**src/rtl/core/assert_macros.svh**
```systemverilog
// assertion macros for the clipper rtl
`ifndef ASSERT_MACROS_SVH
`define ASSERT_MACROS_SVH

// expression must hold at every clock edge out of reset
`define RLC_ASSERT_ALWAYS(lbl, clk, rst, expr, msg) \
   lbl: assert property (@(posedge clk) disable iff (rst) (expr)) else $error(msg);

// antecedent at one edge implies consequent at the next edge
`define RLC_ASSERT_NEXT(lbl, clk, rst, ante, cons, msg) \
   lbl: assert property (@(posedge clk) disable iff (rst) (ante) |=> (cons)) else $error(msg);

`endif

```
**src/rtl/core/rlc_pkg.sv**
```systemverilog
// shared types and constants for the rectangle line clipper
package rlc_pkg;

   localparam int COORD_BITS   = 16;
   localparam int CW           = COORD_BITS + 6;   // internal signed coordinate width
   localparam int UW           = COORD_BITS + 4;   // ratio operand magnitude width
   localparam int QB           = UW;               // quotient bits, one per divider stage
   localparam int RW           = UW + 2;           // partial remainder width
   localparam int NW           = 2 * UW + 2;       // numerator width, 2ab + c
   localparam int RATIO_STAGES = QB + 2;
   localparam int QD           = 4;                // queue depth
   localparam int QAW          = $clog2(QD);
   localparam int CSR_IW       = 2;

   localparam logic [CSR_IW-1:0] CSR_X_MIN = 2'd0;
   localparam logic [CSR_IW-1:0] CSR_X_MAX = 2'd1;
   localparam logic [CSR_IW-1:0] CSR_Y_MIN = 2'd2;
   localparam logic [CSR_IW-1:0] CSR_Y_MAX = 2'd3;

   typedef logic signed [CW-1:0] crd_type;
   typedef logic [UW-1:0]        mag_type;

   typedef struct packed {
      logic    pass;      // both ends inside, goes out unchanged
      logic    reject;
      logic    fx;
      logic    fy;
      logic    slanted;
      crd_type x1;
      crd_type y1;
      crd_type x2;
      crd_type y2;
      crd_type xmi;
      crd_type xma;
      crd_type ymi;
      crd_type yma;
      crd_type dx;
      crd_type dy;
   } seg_type;

endpackage

```
**src/rtl/core/rlc_front.sv**
```systemverilog
// front end: runs trivial tests, mirrors a non-pass segment to increasing x and y
module rlc_front import rlc_pkg::*; (
   input  logic                         clock,
   input  logic                         reset,
   input  logic                         accept,
   input  logic signed [COORD_BITS-1:0] req_start_x,
   input  logic signed [COORD_BITS-1:0] req_start_y,
   input  logic signed [COORD_BITS-1:0] req_end_x,
   input  logic signed [COORD_BITS-1:0] req_end_y,
   input  logic signed [COORD_BITS-1:0] x_min,
   input  logic signed [COORD_BITS-1:0] x_max,
   input  logic signed [COORD_BITS-1:0] y_min,
   input  logic signed [COORD_BITS-1:0] y_max,
   output logic                         out_valid,
   output seg_type                      out_seg
);

   logic    vld_ff, vld_in;
   seg_type seg_ff, seg_in;

   always_comb begin
      crd_type x1, y1, x2, y2, xmi, xma, ymi, yma;
      logic    in_rect, rej;
      x1  = crd_type'(req_start_x);
      y1  = crd_type'(req_start_y);
      x2  = crd_type'(req_end_x);
      y2  = crd_type'(req_end_y);
      xmi = crd_type'(x_min);
      xma = crd_type'(x_max);
      ymi = crd_type'(y_min);
      yma = crd_type'(y_max);
      in_rect = (x1 >= xmi) && (x1 <= xma) && (y1 >= ymi) && (y1 <= yma) &&
                (x2 >= xmi) && (x2 <= xma) && (y2 >= ymi) && (y2 <= yma);
      rej = ((x1 <= xmi) && (x2 <= xmi)) || ((x1 >= xma) && (x2 >= xma)) ||
            ((y1 <= ymi) && (y2 <= ymi)) || ((y1 >= yma) && (y2 >= yma));
      seg_in        = '0;
      seg_in.pass   = in_rect;
      seg_in.reject = !in_rect && rej;
      if (!in_rect && (x2 < x1)) begin
         x1  = xmi + xmi - x1;
         x2  = xmi + xmi - x2;
         xma = xmi + xmi - xma;
         // swap edges: old min becomes max
         {xmi, xma} = {xma, xmi};
         seg_in.fx = 1'b1;
      end
      if (!in_rect && (y2 < y1)) begin
         y1  = ymi + ymi - y1;
         y2  = ymi + ymi - y2;
         yma = ymi + ymi - yma;
         {ymi, yma} = {yma, ymi};
         seg_in.fy = 1'b1;
      end
      seg_in.x1  = x1;
      seg_in.y1  = y1;
      seg_in.x2  = x2;
      seg_in.y2  = y2;
      seg_in.xmi = xmi;
      seg_in.xma = xma;
      seg_in.ymi = ymi;
      seg_in.yma = yma;
      seg_in.dx  = x2 - x1;
      seg_in.dy  = y2 - y1;
      seg_in.slanted = (x2 != x1) && (y2 != y1);
      vld_in = accept;
   end

   always_ff @(posedge clock) begin
      if (reset) begin
         vld_ff <= 1'b0;
      end else begin
         vld_ff <= vld_in;
      end
      seg_ff <= seg_in;
   end

   assign out_valid = vld_ff;
   assign out_seg   = seg_ff;

endmodule

```
**config.mk**
```make
export PLATFORM = sky130hd
export DESIGN_NAME = rlc_front
export DESIGN_NICKNAME = d
export VERILOG_FILES = /design/src/rtl/core/assert_macros.svh /design/src/rtl/core/rlc_pkg.sv /design/src/rtl/core/rlc_front.sv
export SDC_FILE = /design/constraint.sdc
export NUM_CORES = 1
export LEC_CHECK = 0
export BUFFER_PORTS_ARGS = -buffer_cell sky130_fd_sc_hd__buf_2
export CAP_MARGIN = 10
export CORE_ASPECT_RATIO = 1.25
export CORE_MARGIN = 2
export CORE_UTILIZATION = 57
export CTS_BUF_LIST = sky130_fd_sc_hd__clkbuf_4
export DETAILED_ROUTE_END_ITERATION = 8
export PLACE_DENSITY = 0.81
export SKIP_LAST_GASP = 1
export SYNTH_ARGS = -nofsm -noshare
export SYNTH_HDL_FRONTEND = slang
export SYNTH_SLANG_ARGS = --single-unit
```
**constraint.sdc**
```tcl
create_clock -name clock -period 6.41 [get_ports clock]
set_input_delay 1.282 -clock clock [delete_from_list [all_inputs] [get_ports clock]]
set_output_delay 1.282 -clock clock [all_outputs]
set_load 0.1 [all_outputs]
```
Word-level counts from Yosys, hierarchy flattened
Index checks and enable logic that the tools add are counted.
{"block": "op_classes", "eq_ne": 2, "add_sub_neg": 10, "n_mux": 10, "n_lt_le_gt_ge": 18, "n_reduce_logical": 19}
{"op": "$mux W22", "n": 8}
{"op": "$ge A16 B16 Y1", "n": 8}
{"op": "$le A16 B16 Y1", "n": 8}
{"op": "$sub A17 B16 Y18", "n": 6}
{"op": "$ne A22 B22 Y1", "n": 2}
{"op": "$sub A22 B22 Y22", "n": 2}
{"op": "$add A16 B16 Y17", "n": 2}
{"op": "$lt A16 B16 Y1", "n": 2}
{"op": "$logic_and A1 B1 Y1", "n": 15}
{"op": "$logic_or A1 B1 Y1", "n": 3}
{"op": "$mux W1", "n": 2}
{"op": "$logic_not A1 Y1", "n": 1}
{"block": "totals", "wordCells": 75, "input_bits": 131, "reg_bits": 226}

Depth between registers and ports, before layout
{"block": "logic_depth", "ltp_word": 13, "depth_mapped": 22}

Worst setup path after synthesis
No wires, ideal clock.
{"block": "synth_timing", "kind": "in2reg", "start": "input y_max[10]", "end": "register seg_ff, in the netlist out_seg[18]", "path_stages": 21, "path_buffers": 2, "arrival_time_ns": 5.532, "slack_ns": 0.746, "path_cell_list": "inv_1 ha_1 a21oi_1 nor2b_1 or4_1 a211o_1 and3_1 a2111oi_4 a21oi_2 buf_2 buf_4 mux2i_1 fa_1 nor2b_1 o21ai_0 a21boi_0 o21ai_0 a21boi_0 a21boi_0 o21bai_1 a31oi_1"}
{"element": "start, declared", "line_no": "rlc_front.sv:13", "text": "input logic signed [COORD_BITS-1:0] y_max,"}
{"element": "end signal, assigned", "line_no": "rlc_front.sv:74", "text": "seg_ff <= seg_in;"}
{"element": "end, declared", "line_no": "rlc_front.sv:19", "text": "seg_type seg_ff, seg_in;"}

==> summary.md <==
| Metric | Value |
|---|---|
| Die Y-Extent | `between 150 and 200 um` |
| Area grow syn2layout | `15.0%` |
| Clock buffer depth | `2` |
| HPWL after DPL | `44.5 mm` |
| Pwr dens | `378 mW/mm2` |
| Achievable Freq | `171 MHz` |
| Top Layer Used | `met4` |
| DR vias/cell | `around 6.1` |
| Hold Vio Cnt, Final | `0` |
| # Max-Cap Violations | `0` |
| I/O Buffers | `356` |
| Post-Syn Area per Cell | `between 8 and 9 um2` |
| Mapped Area | `0.0164 mm2` |
| Gr ovfl total | `0` |
| Multi-input logic area | `~0.011 mm2` |
| Fin cells | `2600` |
| Width of the die | `156 um` |
| Max FO, Critical Path | `9` |
| Worst Hold Launch | `reset` |
| Crit path cell chain | `buf_2, inv_1, ha_1, nand4_1, nor4_1, a21boi_0, a2111oi_2, a211oi_1, and4_1, a21oi_4, buf_4, mux2i_1, ha_1, a21o_1, a21o_1, a21oi_1, o21ai_0, nor2_1, a21boi_0, o21bai_1, xor2_1` |
| Most common cell after layout, fill and taps aside | `buf_2` |
| I/O pin total | `between 300 and 400` |
| Tmin final | `5.85 ns` |
| CORE AREA | `0.0284 mm2` |
| Largest net degree at the start of global routing | `27` |
| Routed wl met2 | `27.4 mm` |
| # setup viols final | `0` |
| Post-synthesis sequential area ratio | `0.232` |
| Met3 wire len | `approximately 2.7 mm` |
| Detail Route Antenna Nets | `0` |
| Max VDD drop | `0.000450 V` |
| CTS tree | `yes` |
| Required @ worst endpoint | `6.93 ns` |
| # clock sinks | `190` |
| FF+latch area | `0.00380 mm2` |
| Slew margin rel. | `0.197` |
| Critical Path Stages | `21` |
| Synthesized flop and latch total | `190` |
| Crit-path leading delay family | `compound AO/OA/AOI/OAI gates` |
| Metal-1 WL | `19.0 mm` |
| Fill cell count | `around 2.4k` |
| Cells after Synth | `1872` |
| Startpoint types | `input pin` |
| Tcrit/Tclk final | `0.913` |
| Number of buffers and inverters on the critical path | `3` |
| GRT Util Overall | `0.340` |
| CP endpoint kind | `flip-flop` |
| Total number of vias | `15.8k` |
| CP Launch Point | `req_end_x[15]` |
| DRC | `0` |
| Avg WL per Cell | `20.4 um` |
| First-pass GRT wire length | `80.4 mm` |
| Initial Utilization | `0.577` |
| Rows | `69` |
| Post-layout nets | `2658` |
| Status | `completed` |
| Number of global-route vias before repair | `15.7k` |
| Post-synthesis cell type count | `74` |
| Routability congestion estimate | `1.02` |
| Slowest Stage Delay on Critical Path | `0.47 ns` |
| Layout cell share with drive strength beyond 1 | `0.205` |
| H-tree levels | `4` |
| CP Class | `in -> reg` |
| Pleak | `about 9.4 nW` |
| Most frequent cells in the layout | `356 x buf_2, 290 x ha_1, 190 x dfxtp_1` |
| Final Max Slew Viols | `0` |
| DRT Pass-1 Iters | `5` |
| Number of CTS-inserted buffers | `17` |
| Yosys top cell by area | `dfxtp_1` |
| Number of synthesized flops with an enable pin | `0` |
| Worst Path Arrival | `6.37 ns` |
| Ys flop type | `dfxtp_1` |
| Top post-synthesis cells by area | `dfxtp_1 23%, ha_1 22%, mux2i_1 7.1%` |
| FFs w/ async S/R, synth | `0` |
| Root Driver | `clkbuf_4` |
| Fin util | `0.664` |
| Worst Hold Depth | `2` |
| DIE AREA | `0.0301 mm2` |
| Post-Route WL | `between 50 and 60 mm` |
| RSZ-0062 raised after global routing | `no` |
| Critical-path top delay cell | `a2111oi_2` |
| Initial antenna violation count | `2` |
| Worst-Margin Slew | `1.17 ns` |
| Reg clk slew, reported paths | `0.16 ns` |
| 1st-iter DRT viols | `915` |
| Synth warn | `0` |
| Hold crit path type | `in -> reg` |
| Synth top area share | `0.232` |
| Post-synth net total | `2301` |
| Placed cells | `2565` |
==> worst paths after layout <==
check                endpoint  slack (ns)
hold / removal      out_valid        0.78
setup / recovery  out_seg[16]        0.56
==> cell type report <==
type / instances / share of cell area
Clock inverter: 14 / 0.00697
Antenna cell: 3 / 0.000398
Multi-Input combinational cell: 1431 / 0.609
Timing Repair Buffer: 406 / 0.114
Tap cell: 355 / 0.0236
Clock buffer: 18 / 0.00717
Sequential cell: 190 / 0.202
Inverter: 183 / 0.0364
==> through the flow <==
stage	power [mW]	setup WS [ns]	hold slack, ns	instance area (um2)	setup TNS (ns)
detailed placement	6.44	-0.244	1.45	18600	-2.27
global placement	6.40	-0.0687	1.44	18600	-0.180
CTS	7.11	0.437	0.748	18800	0
floorplan	5.59	0.746	1.31	16400	0
finish	7.13	0.556	0.783	18900	0
global route	7.41	0.193	0.740	18800	0
==> Yosys cell counts, types with 25 or more instances <==
cell and instances:
nand2_1 78, nand4_1 32, xor2_1 34, a21oi_1 117, mux2i_1 117, buf_4 39, nor3_1 52, o21ai_0 91
ha_1 290, nor2_1 98, o21a_1 30, xnor2_1 46, mux2_1 43, inv_1 183, nand2b_1 29, dfxtp_1 190
a21o_1 25, nand3_1 38, nor2b_1 44
==> routing by layer <==
layer,GRT usage,vias up
li1,-,7546
met1,0.340,7345
met2,0.645,685
met3,0.0465,210
met4,0.226,0
met5,0,-
==> flip-flops by register name, indices dropped and copies added, names as in the netlist <==
register,flops
out_valid,1
out_seg,189
==> report_power, final <==
part / internal [mW] / switching, mW / total, mW
Clock: 0.204 / 0.468 / 0.672
Sequential: 1.49 / 0.0842 / 1.58
Combinational: 1.07 / 3.81 / 4.88
Total: 2.77 / 4.36 / 7.13
==> cell families after synthesis <==
| logic type | synth area share |
|---|---|
| flops | 0.232 |
| fa+ha+maj | 0.231 |
| xor+xnor | 0.0427 |
| mux | 0.107 |
| buf+inv | 0.0692 |
| simple gates | 0.139 |
| compound gates | 0.179 |
==> what timing repair did <==
item / 4_1_cts / 5_1_grt
resized for setup: 0 / 2
setup endpoints to repair: 0 / 10
buffers inserted: 0 / 0
endpoints found under the hold margin: 0 / 0
hold buffers: 0 / 0
Note: power is estimated with default switching activity, not from simulation.
