### src/rtl/core/assert_macros.svh
// assertion macros for the clipper rtl
`ifndef ASSERT_MACROS_SVH
`define ASSERT_MACROS_SVH

// expression must hold at every clock edge out of reset
`define RLC_ASSERT_ALWAYS(lbl, clk, rst, expr, msg) \
   lbl: assert property (@(posedge clk) disable iff (rst) (expr)) else $error(msg);

// antecedent at one edge implies consequent at the next edge
`define RLC_ASSERT_NEXT(lbl, clk, rst, ante, cons, msg) \
   lbl: assert property (@(posedge clk) disable iff (rst) (ante) |=> (cons)) else $error(msg);

`endif

### src/rtl/core/rlc_pkg.sv
// shared types and constants for the rectangle line clipper
package rlc_pkg;

   localparam int COORD_BITS   = 16;
   localparam int CW           = COORD_BITS + 6;   // internal signed coordinate width
   localparam int UW           = COORD_BITS + 4;   // ratio operand magnitude width
   localparam int QB           = UW;               // quotient bits, one per divider stage
   localparam int RW           = UW + 2;           // partial remainder width
   localparam int NW           = 2 * UW + 2;       // numerator width, 2ab + c
   localparam int RATIO_STAGES = QB + 2;
   localparam int QD           = 4;                // queue depth
   localparam int QAW          = $clog2(QD);
   localparam int CSR_IW       = 2;

   localparam logic [CSR_IW-1:0] CSR_X_MIN = 2'd0;
   localparam logic [CSR_IW-1:0] CSR_X_MAX = 2'd1;
   localparam logic [CSR_IW-1:0] CSR_Y_MIN = 2'd2;
   localparam logic [CSR_IW-1:0] CSR_Y_MAX = 2'd3;

   typedef logic signed [CW-1:0] crd_type;
   typedef logic [UW-1:0]        mag_type;

   typedef struct packed {
      logic    pass;      // both ends inside, goes out unchanged
      logic    reject;
      logic    fx;
      logic    fy;
      logic    slanted;
      crd_type x1;
      crd_type y1;
      crd_type x2;
      crd_type y2;
      crd_type xmi;
      crd_type xma;
      crd_type ymi;
      crd_type yma;
      crd_type dx;
      crd_type dy;
   } seg_type;

endpackage

### src/rtl/core/rlc_queue.sv
// short queue between the classifying front end and the clipping back end
`include "assert_macros.svh"
module rlc_queue import rlc_pkg::*; (
   input  logic    clock,
   input  logic    reset,
   input  logic    push,
   input  seg_type push_seg,
   input  logic    pop,
   output logic    out_valid,
   output seg_type out_seg,
   output logic    almost_full
);

   seg_type        mem_ff [QD];
   logic [QAW-1:0] wr_ff, wr_in, rd_ff, rd_in;
   logic [QAW:0]   cnt_ff, cnt_in;

   always_comb begin
      wr_in  = push ? wr_ff + 1'b1 : wr_ff;
      rd_in  = pop ? rd_ff + 1'b1 : rd_ff;
      cnt_in = cnt_ff + (QAW+1)'(push) - (QAW+1)'(pop);
   end

   always_ff @(posedge clock) begin
      if (reset) begin
         wr_ff  <= '0;
         rd_ff  <= '0;
         cnt_ff <= '0;
      end else begin
         wr_ff  <= wr_in;
         rd_ff  <= rd_in;
         cnt_ff <= cnt_in;
      end
      if (push) begin
         mem_ff[wr_ff] <= push_seg;
      end
   end

   assign out_valid   = (cnt_ff != '0);
   assign out_seg     = mem_ff[rd_ff];
   // one slot kept free for the beat already in the front register
   assign almost_full = (cnt_ff >= (QAW+1)'(QD - 1));

   `RLC_ASSERT_ALWAYS(a_cnt_bound, clock, reset, cnt_ff <= (QAW+1)'(QD), "queue count overflow")
   `RLC_ASSERT_ALWAYS(a_no_push_full, clock, reset, !(push && !pop && cnt_ff == (QAW+1)'(QD)), "push into full queue")
   `RLC_ASSERT_NEXT(a_pop_moves, clock, reset, pop && !push, cnt_ff == $past(cnt_ff) - 1'b1, "pop did not drain")

endmodule

### config.mk
export PLATFORM = sky130hd
export DESIGN_NAME = rlc_queue
export DESIGN_NICKNAME = d
export VERILOG_FILES = /design/src/rtl/core/rlc_pkg.sv /design/src/rtl/core/rlc_queue.sv
export VERILOG_INCLUDE_DIRS = /design/src /design/src/rtl/core
export SDC_FILE = /design/constraint.sdc
export NUM_CORES = 1
export LEC_CHECK = 0
export BUFFER_PORTS_ARGS = -buffer_cell sky130_fd_sc_hd__buf_4
export CORE_MARGIN = 1
export CORE_UTILIZATION = 50
export CTS_CLUSTER_DIAMETER = 100
export DETAILED_ROUTE_END_ITERATION = 16
export GPL_ROUTABILITY_DRIVEN = 1
export PLACE_DENSITY = 0.8
export SLEW_MARGIN = 10
export SYNTH_ARGS = -nofsm -noshare
export SYNTH_HDL_FRONTEND = slang
export SYNTH_SLANG_ARGS = --single-unit
### constraint.sdc
create_clock -name clock -period 8.8 [get_ports clock]
set_clock_uncertainty 0.05 [all_clocks]
set_input_delay 1.32 -clock clock [delete_from_list [all_inputs] [get_ports clock]]
set_output_delay 1.32 -clock clock [all_outputs]
set_load 0.01 [all_outputs]
# Word-level counts from Yosys, hierarchy flattened

Memories as Yosys holds them, arrays and structs flattened. A register that Yosys moved wholly into a read port is not among the register bits.
Cells that the tools add are included.

$lt $le $gt $ge: 1
Multiplexer cells: 4
Reduce and logical (&&, ||, !) cells: 1
Add/subtract/negate cells: 4

Operator list:

| kind                                                 | number |
|---|---|
| adder 2 x 1 -> 2 bit (second input constant)         | 2 |
| 2-to-1 mux 2 bit                                     | 2 |
| adder 3 x 1 -> 3 bit                                 | 1 |
| >= comparator 3 x 2 -> 1 bit (second input constant) | 1 |
| nonzero test 3 bit                                   | 1 |
| subtractor 3 x 1 -> 3 bit                            | 1 |
| 2-to-1 mux 1 bit                                     | 2 |

Memories kept: 1
Register bits after elaboration: 7
Bits of input ports: 229
RAM bits: 900
Output and inout bits: 227

Memory list:

| memory | depth | width | read ports | clocked after Yosys merged registers in | write ports | line            | text |
|---|---|---|---|---|---|---|---|
| mem_ff | 4     | 225   | 1          | 1                                       | 1           | rlc_queue.sv:14 | `seg_type mem_ff [QD];` |

# Longest topological paths before layout

Gate-level depths: netlist of run 1.

Word-level depth: 3
Depth in mapped cells: 7
Depth with buffers taken out: 7

# Worst setup path before layout of run 1

No wires, ideal clock.

Path kind: input to register
From: input push
To: memory mem_ff[0][0] (netlist name), enable pin
Cell stages on the path: 1
Data required time: 8137 ps
Setup slack: 1722 ps
Setup time: 613 ps
Arrival: 6415 ps
Path through: and2_1

Cells in the longest elaborated chain, start to end: 2

Ends and longest elaborated chain:

| item                                   | line            | text |
|---|---|---|
| from (decl)                            | rlc_queue.sv:6  | `input logic push,` |
| 2-to-1 mux 1 bit                       | rlc_queue.sv:34 | `if (push) begin` |
| 2-to-1 mux 1 bit (not written as such) | rlc_queue.sv:35 | `mem_ff[wr_ff] <= push_seg;` |
| to (decl)                              | rlc_queue.sv:14 |  |

Every way passes these cells.

==> flow_metrics.py, run 1 <==
metrics = {
    "placement": {
        "port-buffer-count": 455,
        "place_hpwl_mm": 38.5,
        "place.gp.congestion": 0.763,
        "dp_cells": 2492,
        "place_area_um2": 37200,
    },
    "power": {
        "p_comb_share_pct": 10.0,
        "p_seq_share_pct": 51.0,
        "powerDensity_nw_per_um2": 245,
        "switching_power_uw": 2140,
        "power.leakage_uw": 0.0135,
        "p_int_uw": 7740,
        "p_clk_share_pct": 38.9,
        "swShare_pct": 21.6,
        "total_power_uw": 9880,
        "max-vdd-ir-drop_v": 0.000183,
    },
    "cts": {
        "number_of_h_tree_levels": 3,
        "cts_buffer_depth": 3,
        "cts_tree": "built",
        "cts_root_buf": "sky130_fd_sc_hd__clkbuf_16",
        "cts_hold_buf": 0,
        "cts_num_sinks": 909,
        "clk_pin_slew_worst_paths_ps": 60,
        "worstSkewPairLatency_ps": 620,
        "cts_made_buffers": 91,
        "post_cts_buffers": 0,
        "post_cts_resized": 0,
    },
    "outcome": {
        "result_of_the_run": "complete, no violations",
    },
    "global_route": {
        "global_route_wire_length_before_repair_mm": 97.7,
        "grt_pass1_vias": 15868,
        "antenna_violations_before_repair": 5,
        "grt_use_total_pct": 19.7,
        "grt_max_degree": 116,
        "grt_remaining_overflow": 0,
    },
    "sta": {
        "final.period_utilization_pct": 50.2,
        "min_period_ps": 4420,
        "setup_tns_ps": 0,
        "rsz0062_at_grt": "false",
        "slew-limit-headroom_pct": 29.7,
        "tightest_slew_ps": 1050,
        "finalSetupViolCount": 0,
        "max_freq_mhz": 226,
        "finalHoldViolations": 0,
        "slew_viol_final": 0,
    },
    "setup_path": {
        "start_kind": "register",
        "setup.worst_path.class": "reg2out",
        "cp-end-kind": "primary output",
        "worst-endpoint-arrival_ps": 3050,
        "worstReg2RegStart": "wr_ff[0]",
        "max_fanout_on_critical_path": 60,
        "worst_ep_required_time_ps": 7430,
    },
    "flow_run": {
        "max_cap_viol_count": 0,
    },
    "floorplan": {
        "std_cell_rows": 93,
        "core_area_um2": 64700,
        "die_h_um": 258,
        "initial_utilization_pct": 50.8,
        "floorplan.die_area_um2": 66800,
        "die_span_in_x_um": 258,
        "io-pin-count": 456,
    },
    "detailed_routing": {
        "drt-total-wl_mm": 65.7,
        "wl_per_cell_um": 24.7,
        "detailroute.via_count": 14733,
        "post-route-drc-count": 0,
        "postRouteAntennaNets": 0,
        "routed_via_density": 5.54,
        "drt_pre_antenna_iters": 5,
        "drt_iter0_drc": 1151,
    },
    "yosys": {
        "netlist.area_leader.share_pct": 82.2,
        "synth_seq_cells": 909,
        "ys_warn_count": 0,
        "synth.most_common_cell": "sky130_fd_sc_hd__edfxtp_1",
        "dominantRegCellSynth": "sky130_fd_sc_hd__edfxtp_1",
        "synth_sequential_area_ratio_pct": 82.7,
        "synth_top_cells_by_count": "sky130_fd_sc_hd__edfxtp_1 (900), sky130_fd_sc_hd__mux4_2 (225), sky130_fd_sc_hd__buf_2 (25), sky130_fd_sc_hd__buf_6 (18), sky130_fd_sc_hd__dfxtp_1 (9)",
        "syn_inst": 1220,
        "post_synth.cell_area_avg_um2": 27.0,
        "ys_async_sr_fraction_pct": 0,
        "synth_area_leader_cell": "sky130_fd_sc_hd__edfxtp_1",
        "synth_cell_types": 21,
        "total_standard_cell_area_after_synthesis_um2": 32900,
        "count_of_flip_flops_with_a_built_in_enable_after_synthesis": 900,
        "synthesis.nets": 1457,
        "yosys-top-cells-area": "sky130_fd_sc_hd__edfxtp_1 (82%), sky130_fd_sc_hd__mux4_2 (15%), sky130_fd_sc_hd__buf_6 (0.62%), sky130_fd_sc_hd__dfxtp_1 (0.55%), sky130_fd_sc_hd__buf_2 (0.38%)",
    },
    "finish": {
        "drive_above_1_share_pct": 46.5,
        "layout.core_utilization_pct": 62.2,
        "finalNonFillerCells": 2660,
        "layout.nets": 1967,
        "area_added_between_synthesis_and_finish_pct": 22.4,
        "final_cell_area_um2": 40300,
        "final.fill_count": 4244,
    },
    "min_path": {
        "hold_path_startpoint": "wr_ff[1]",
        "hp-class": "reg2reg",
    },
}
power groups by stage:
| stage | combinational, uW | sequential (uW) | clock, uW |
|---|---|---|---|
| detailed placement | 1000 | 5130 | 0 |
| finish | 990 | 5040 | 3850 |
| global placement | 984 | 5110 | 0 |
| CTS | 1010 | 5050 | 3920 |
| floorplan | 526 | 5140 | 0 |
| global route | 1060 | 5060 | 4080 |
metrics by stage:
step	hold WS (ps)	worst slack (ps)
6_report	515	4380
5_1_grt	552	4210
4_1_cts	521	4250
3_5_place_dp	486	4940
3_3_place_gp	451	4940
2_1_floorplan	442	1720
worst paths after layout:
kind	to	slack, ps	cells past startpoint
setup / recovery	out_seg[184]	4380	3
hold reg to reg	wr_ff[1]	510	2
hold / removal	wr_ff[1]	510	2
setup reg to reg	mem_ff[2][194]	6050	4
sequential cells by signal, indices dropped and copies added, names as in the netlist, named ones only:
register  cells
mem_ff      900
cnt_ff        3
wr_ff         2
rd_ff         2
critical path, cell delays in order, from the launching register on:
cell                      delay [ps]
sky130_fd_sc_hd__dfxtp_4         910
sky130_fd_sc_hd__buf_4           820
sky130_fd_sc_hd__mux4_2          450
sky130_fd_sc_hd__buf_4           170
layer usage:
| layer | up-vias | track usage, % | routed length [um] |
|---|---|---|---|
| met4 | 8 | 6.94 | 1670 |
| met1 | 7720 | 24.4 | 24100 |
| met3 | 116 | 6.91 | 6230 |
| met5 | - | 0 | 59 |
| met2 | 570 | 32.4 | 33600 |
| li1 | 6319 | - | - |
kinds of logic after synthesis:
logic type,count (synthesis),share of synthesized area [%]
compound gates,3,0.0608
xor+xnor,3,0.0799
fa+ha+maj,8,0.327
buf+inv,57,1.16
flops,909,82.7
mux,226,15.4
simple gates,14,0.221
cell usage in the layout (no fill, tap or decap), types with 2 or more instances in the layout:
| master | synthesis | routed |
|---|---|---|
| sky130_fd_sc_hd__and2_4 | 0 | 4 |
| sky130_fd_sc_hd__clkbuf_16 | 0 | 92 |
| sky130_fd_sc_hd__xnor2_1 | 3 | 3 |
| sky130_fd_sc_hd__ha_1 | 7 | 7 |
| sky130_fd_sc_hd__buf_4 | 0 | 460 |
| sky130_fd_sc_hd__clkinv_1 | 0 | 14 |
| sky130_fd_sc_hd__clkinv_2 | 0 | 21 |
| sky130_fd_sc_hd__clkinv_16 | 0 | 3 |
| sky130_fd_sc_hd__dfxtp_1 | 9 | 7 |
| sky130_fd_sc_hd__clkbuf_1 | 6 | 14 |
| sky130_fd_sc_hd__edfxtp_1 | 900 | 900 |
| sky130_fd_sc_hd__nor2_1 | 5 | 5 |
| sky130_fd_sc_hd__inv_1 | 7 | 7 |
| sky130_fd_sc_hd__nor2b_1 | 2 | 2 |
| sky130_fd_sc_hd__bufinv_16 | 0 | 11 |
| sky130_fd_sc_hd__dfxtp_4 | 0 | 2 |
| sky130_fd_sc_hd__clkinvlp_4 | 0 | 7 |
| sky130_fd_sc_hd__buf_12 | 0 | 7 |
| sky130_fd_sc_hd__mux4_2 | 225 | 225 |
| sky130_fd_sc_hd__inv_6 | 0 | 3 |
area by class of cell:
class | instances | area, um^2 | share of cell area [%]
Antenna cell | 1 | 2.50 | 0.00622
Clock buffer | 106 | 2350 | 5.85
Clock inverter | 61 | 686 | 1.70
Inverter | 7 | 26.3 | 0.0653
Multi-Input combinational cell | 254 | 5310 | 13.2
Sequential cell | 909 | 27200 | 67.6
Tap cell | 855 | 1070 | 2.66
Timing Repair Buffer | 467 | 3590 | 8.93
(Power assumes the default switching activity.)
==> inputs of run 2 (changes only) <==
==> constraint.sdc (replaced) <==
create_clock -name clock -period 4.45 [get_ports clock]
set_clock_uncertainty 0.05 [all_clocks]
set_input_delay 0.6675 -clock clock [delete_from_list [all_inputs] [get_ports clock]]
set_output_delay 0.6675 -clock clock [all_outputs]
set_load 0.01 [all_outputs]
==> flow_metrics.py, run 2 (synthesized netlist as in run 1, its figures left out) <==
metrics = {
    "outcome": {
        "result_of_the_run": "complete, no violations",
    },
    "min_path": {
        "hp-class": "in2reg",
        "hold_path_startpoint": "push_seg[63]",
        "min_delay_path_depth": 1,
    },
    "setup_path": {
        "cp_common_cell": "sky130_fd_sc_hd__buf_4",
        "worstReg2RegStart": "wr_ff[0]",
        "crit_buf_inv": 2,
        "setup.worst_path.class": "reg2out",
        "worst-endpoint-arrival_ps": 2630,
        "cp-end-kind": "primary output",
        "critical-path-top-delay-family": "flip-flops",
        "worst_ep_required_time_ps": 3730,
        "critical_path_cell_count": 3,
        "max_fanout_on_critical_path": 54,
        "cp_cell_sequence": "buf_4 -> mux4_2 -> buf_4",
        "critical_path.max_stage_delay_ps": 990,
        "start_kind": "register",
        "worstRegToRegCells": 4,
        "crit_path_top_delay_cell": "sky130_fd_sc_hd__dfxtp_4",
    },
    "cts": {
        "post_cts_buffers": 0,
        "cts_tree": "built",
        "worstSkewPairLatency_ps": 620,
        "post_cts_resized": 0,
        "cts_buffer_depth": 3,
        "clk_pin_slew_worst_paths_ps": 60,
        "cts_hold_buf": 0,
        "cts_root_buf": "sky130_fd_sc_hd__clkbuf_16",
        "cts_made_buffers": 89,
        "cts_num_sinks": 909,
        "number_of_h_tree_levels": 3,
    },
    "detailed_routing": {
        "wl_per_cell_um": 25.5,
        "routed_via_density": 5.62,
        "drt_pre_antenna_iters": 5,
        "drt_iter0_drc": 1375,
        "detailroute.via_count": 15164,
        "postRouteAntennaNets": 0,
        "post-route-drc-count": 0,
        "drt-total-wl_mm": 68.8,
    },
    "placement": {
        "port-buffer-count": 455,
        "placement.setup.worst_slack_ps": 1730,
        "place_area_um2": 37700,
        "place_hpwl_mm": 44.0,
        "place.gp.congestion": 0.754,
    },
    "finish": {
        "drive_above_1_share_pct": 46.5,
        "final.fill_count": 4229,
        "layout.nets": 2008,
        "registers.top_by_ff_count": "mem_ff",
        "final_cell_area_um2": 40400,
        "area_added_between_synthesis_and_finish_pct": 22.9,
        "layout_common_cells": "sky130_fd_sc_hd__edfxtp_1 (900), sky130_fd_sc_hd__buf_4 (493), sky130_fd_sc_hd__mux4_2 (225), sky130_fd_sc_hd__clkbuf_16 (90), sky130_fd_sc_hd__clkbuf_1 (24)",
        "multiInputGateArea_um2": 5310,
        "largest_reg_flops": 900,
        "largestRegisters": "mem_ff x900, cnt_ff x3",
        "layout.cells.most_common": "sky130_fd_sc_hd__edfxtp_1",
        "seq_area_um2": 27200,
    },
    "sta": {
        "finalHoldViolations": 0,
        "rsz0062_at_grt": "false",
        "slew_viol_final": 0,
        "min_period_ps": 3350,
        "finalSetupViolCount": 0,
        "tightest_slew_ps": 1020,
        "slew-limit-headroom_pct": 32.2,
        "setup_tns_ps": 0,
        "finalWorstSetupSlack_ps": 1100,
        "final.period_utilization_pct": 75.3,
        "max_freq_mhz": 299,
    },
    "flow_run": {
        "max_cap_viol_count": 0,
    },
    "floorplan": {
        "floorplan.die_area_um2": 66800,
        "core_area_um2": 64700,
        "die_span_in_x_um": 258,
        "io-pin-count": 456,
        "std_cell_rows": 93,
        "initial_utilization_pct": 50.8,
        "die_h_um": 258,
    },
    "power": {
        "power.leakage_uw": 0.0136,
        "powerDensity_nw_per_um2": 471,
        "max-vdd-ir-drop_v": 0.000370,
    },
    "global_route": {
        "grt_remaining_overflow": 0,
        "antenna_violations_before_repair": 7,
        "grt_use_total_pct": 20.6,
        "global_route_wire_length_before_repair_mm": 102,
        "grt_max_degree": 56,
        "grt_pass1_vias": 16446,
    },
}
run 2: path summary, 6_finish.rpt:
check	end	slack, ps
worst max-delay path	out_seg[206]	1100
worst max register to register	mem_ff[0][163]	2090
worst min-delay path	mem_ff[1][63]	190
worst min register to register	register	490
run 2: metal layers:
layer  track usage (%)  up-vias  share of wire (%)
li1                  -     6417                  -
met1              25.5     8028                 37
met2              35.1      586                 52
met3              6.22      127                8.4
met4              6.44        6                2.6
met5                 0        -              0.067
run 2: worst register-to-register path, cell delays in order (launching register included):
cell and delay, ps:
sky130_fd_sc_hd__dfxtp_1 350, sky130_fd_sc_hd__inv_1 110, sky130_fd_sc_hd__ha_1 170, sky130_fd_sc_hd__and2_4 770, sky130_fd_sc_hd__buf_4 540
run 2: stage by stage:
stage	util, %	hold WS [ps]	std cells	power (uW)
6_report	62.5	187	2698	19000
5_1_grt	62.5	143	2697	19700
4_1_cts	62.5	139	2694	19200
3_5_place_dp	58.2	479	2535	12200
3_3_place_gp	58.2	449	2535	12100
2_1_floorplan	-	442	1220	11200
run 2: final cells by class:
class                           count  area share (%)
Timing Repair Buffer              510            10.0
Tap cell                          855            2.65
Inverter                            7          0.0650
Antenna cell                        4          0.0248
Sequential cell                   909            67.3
Clock buffer                      114            5.79
Multi-Input combinational cell    254            13.1
Clock inverter                     45            1.02
run 2: power breakdown:
part	switching (uW)	internal, uW	leakage [uW]
Sequential	127	9850	0.00834
Combinational	1000	1030	0.00390
Clock	3060	3980	0.00133
Total	4190	14900	0.0136
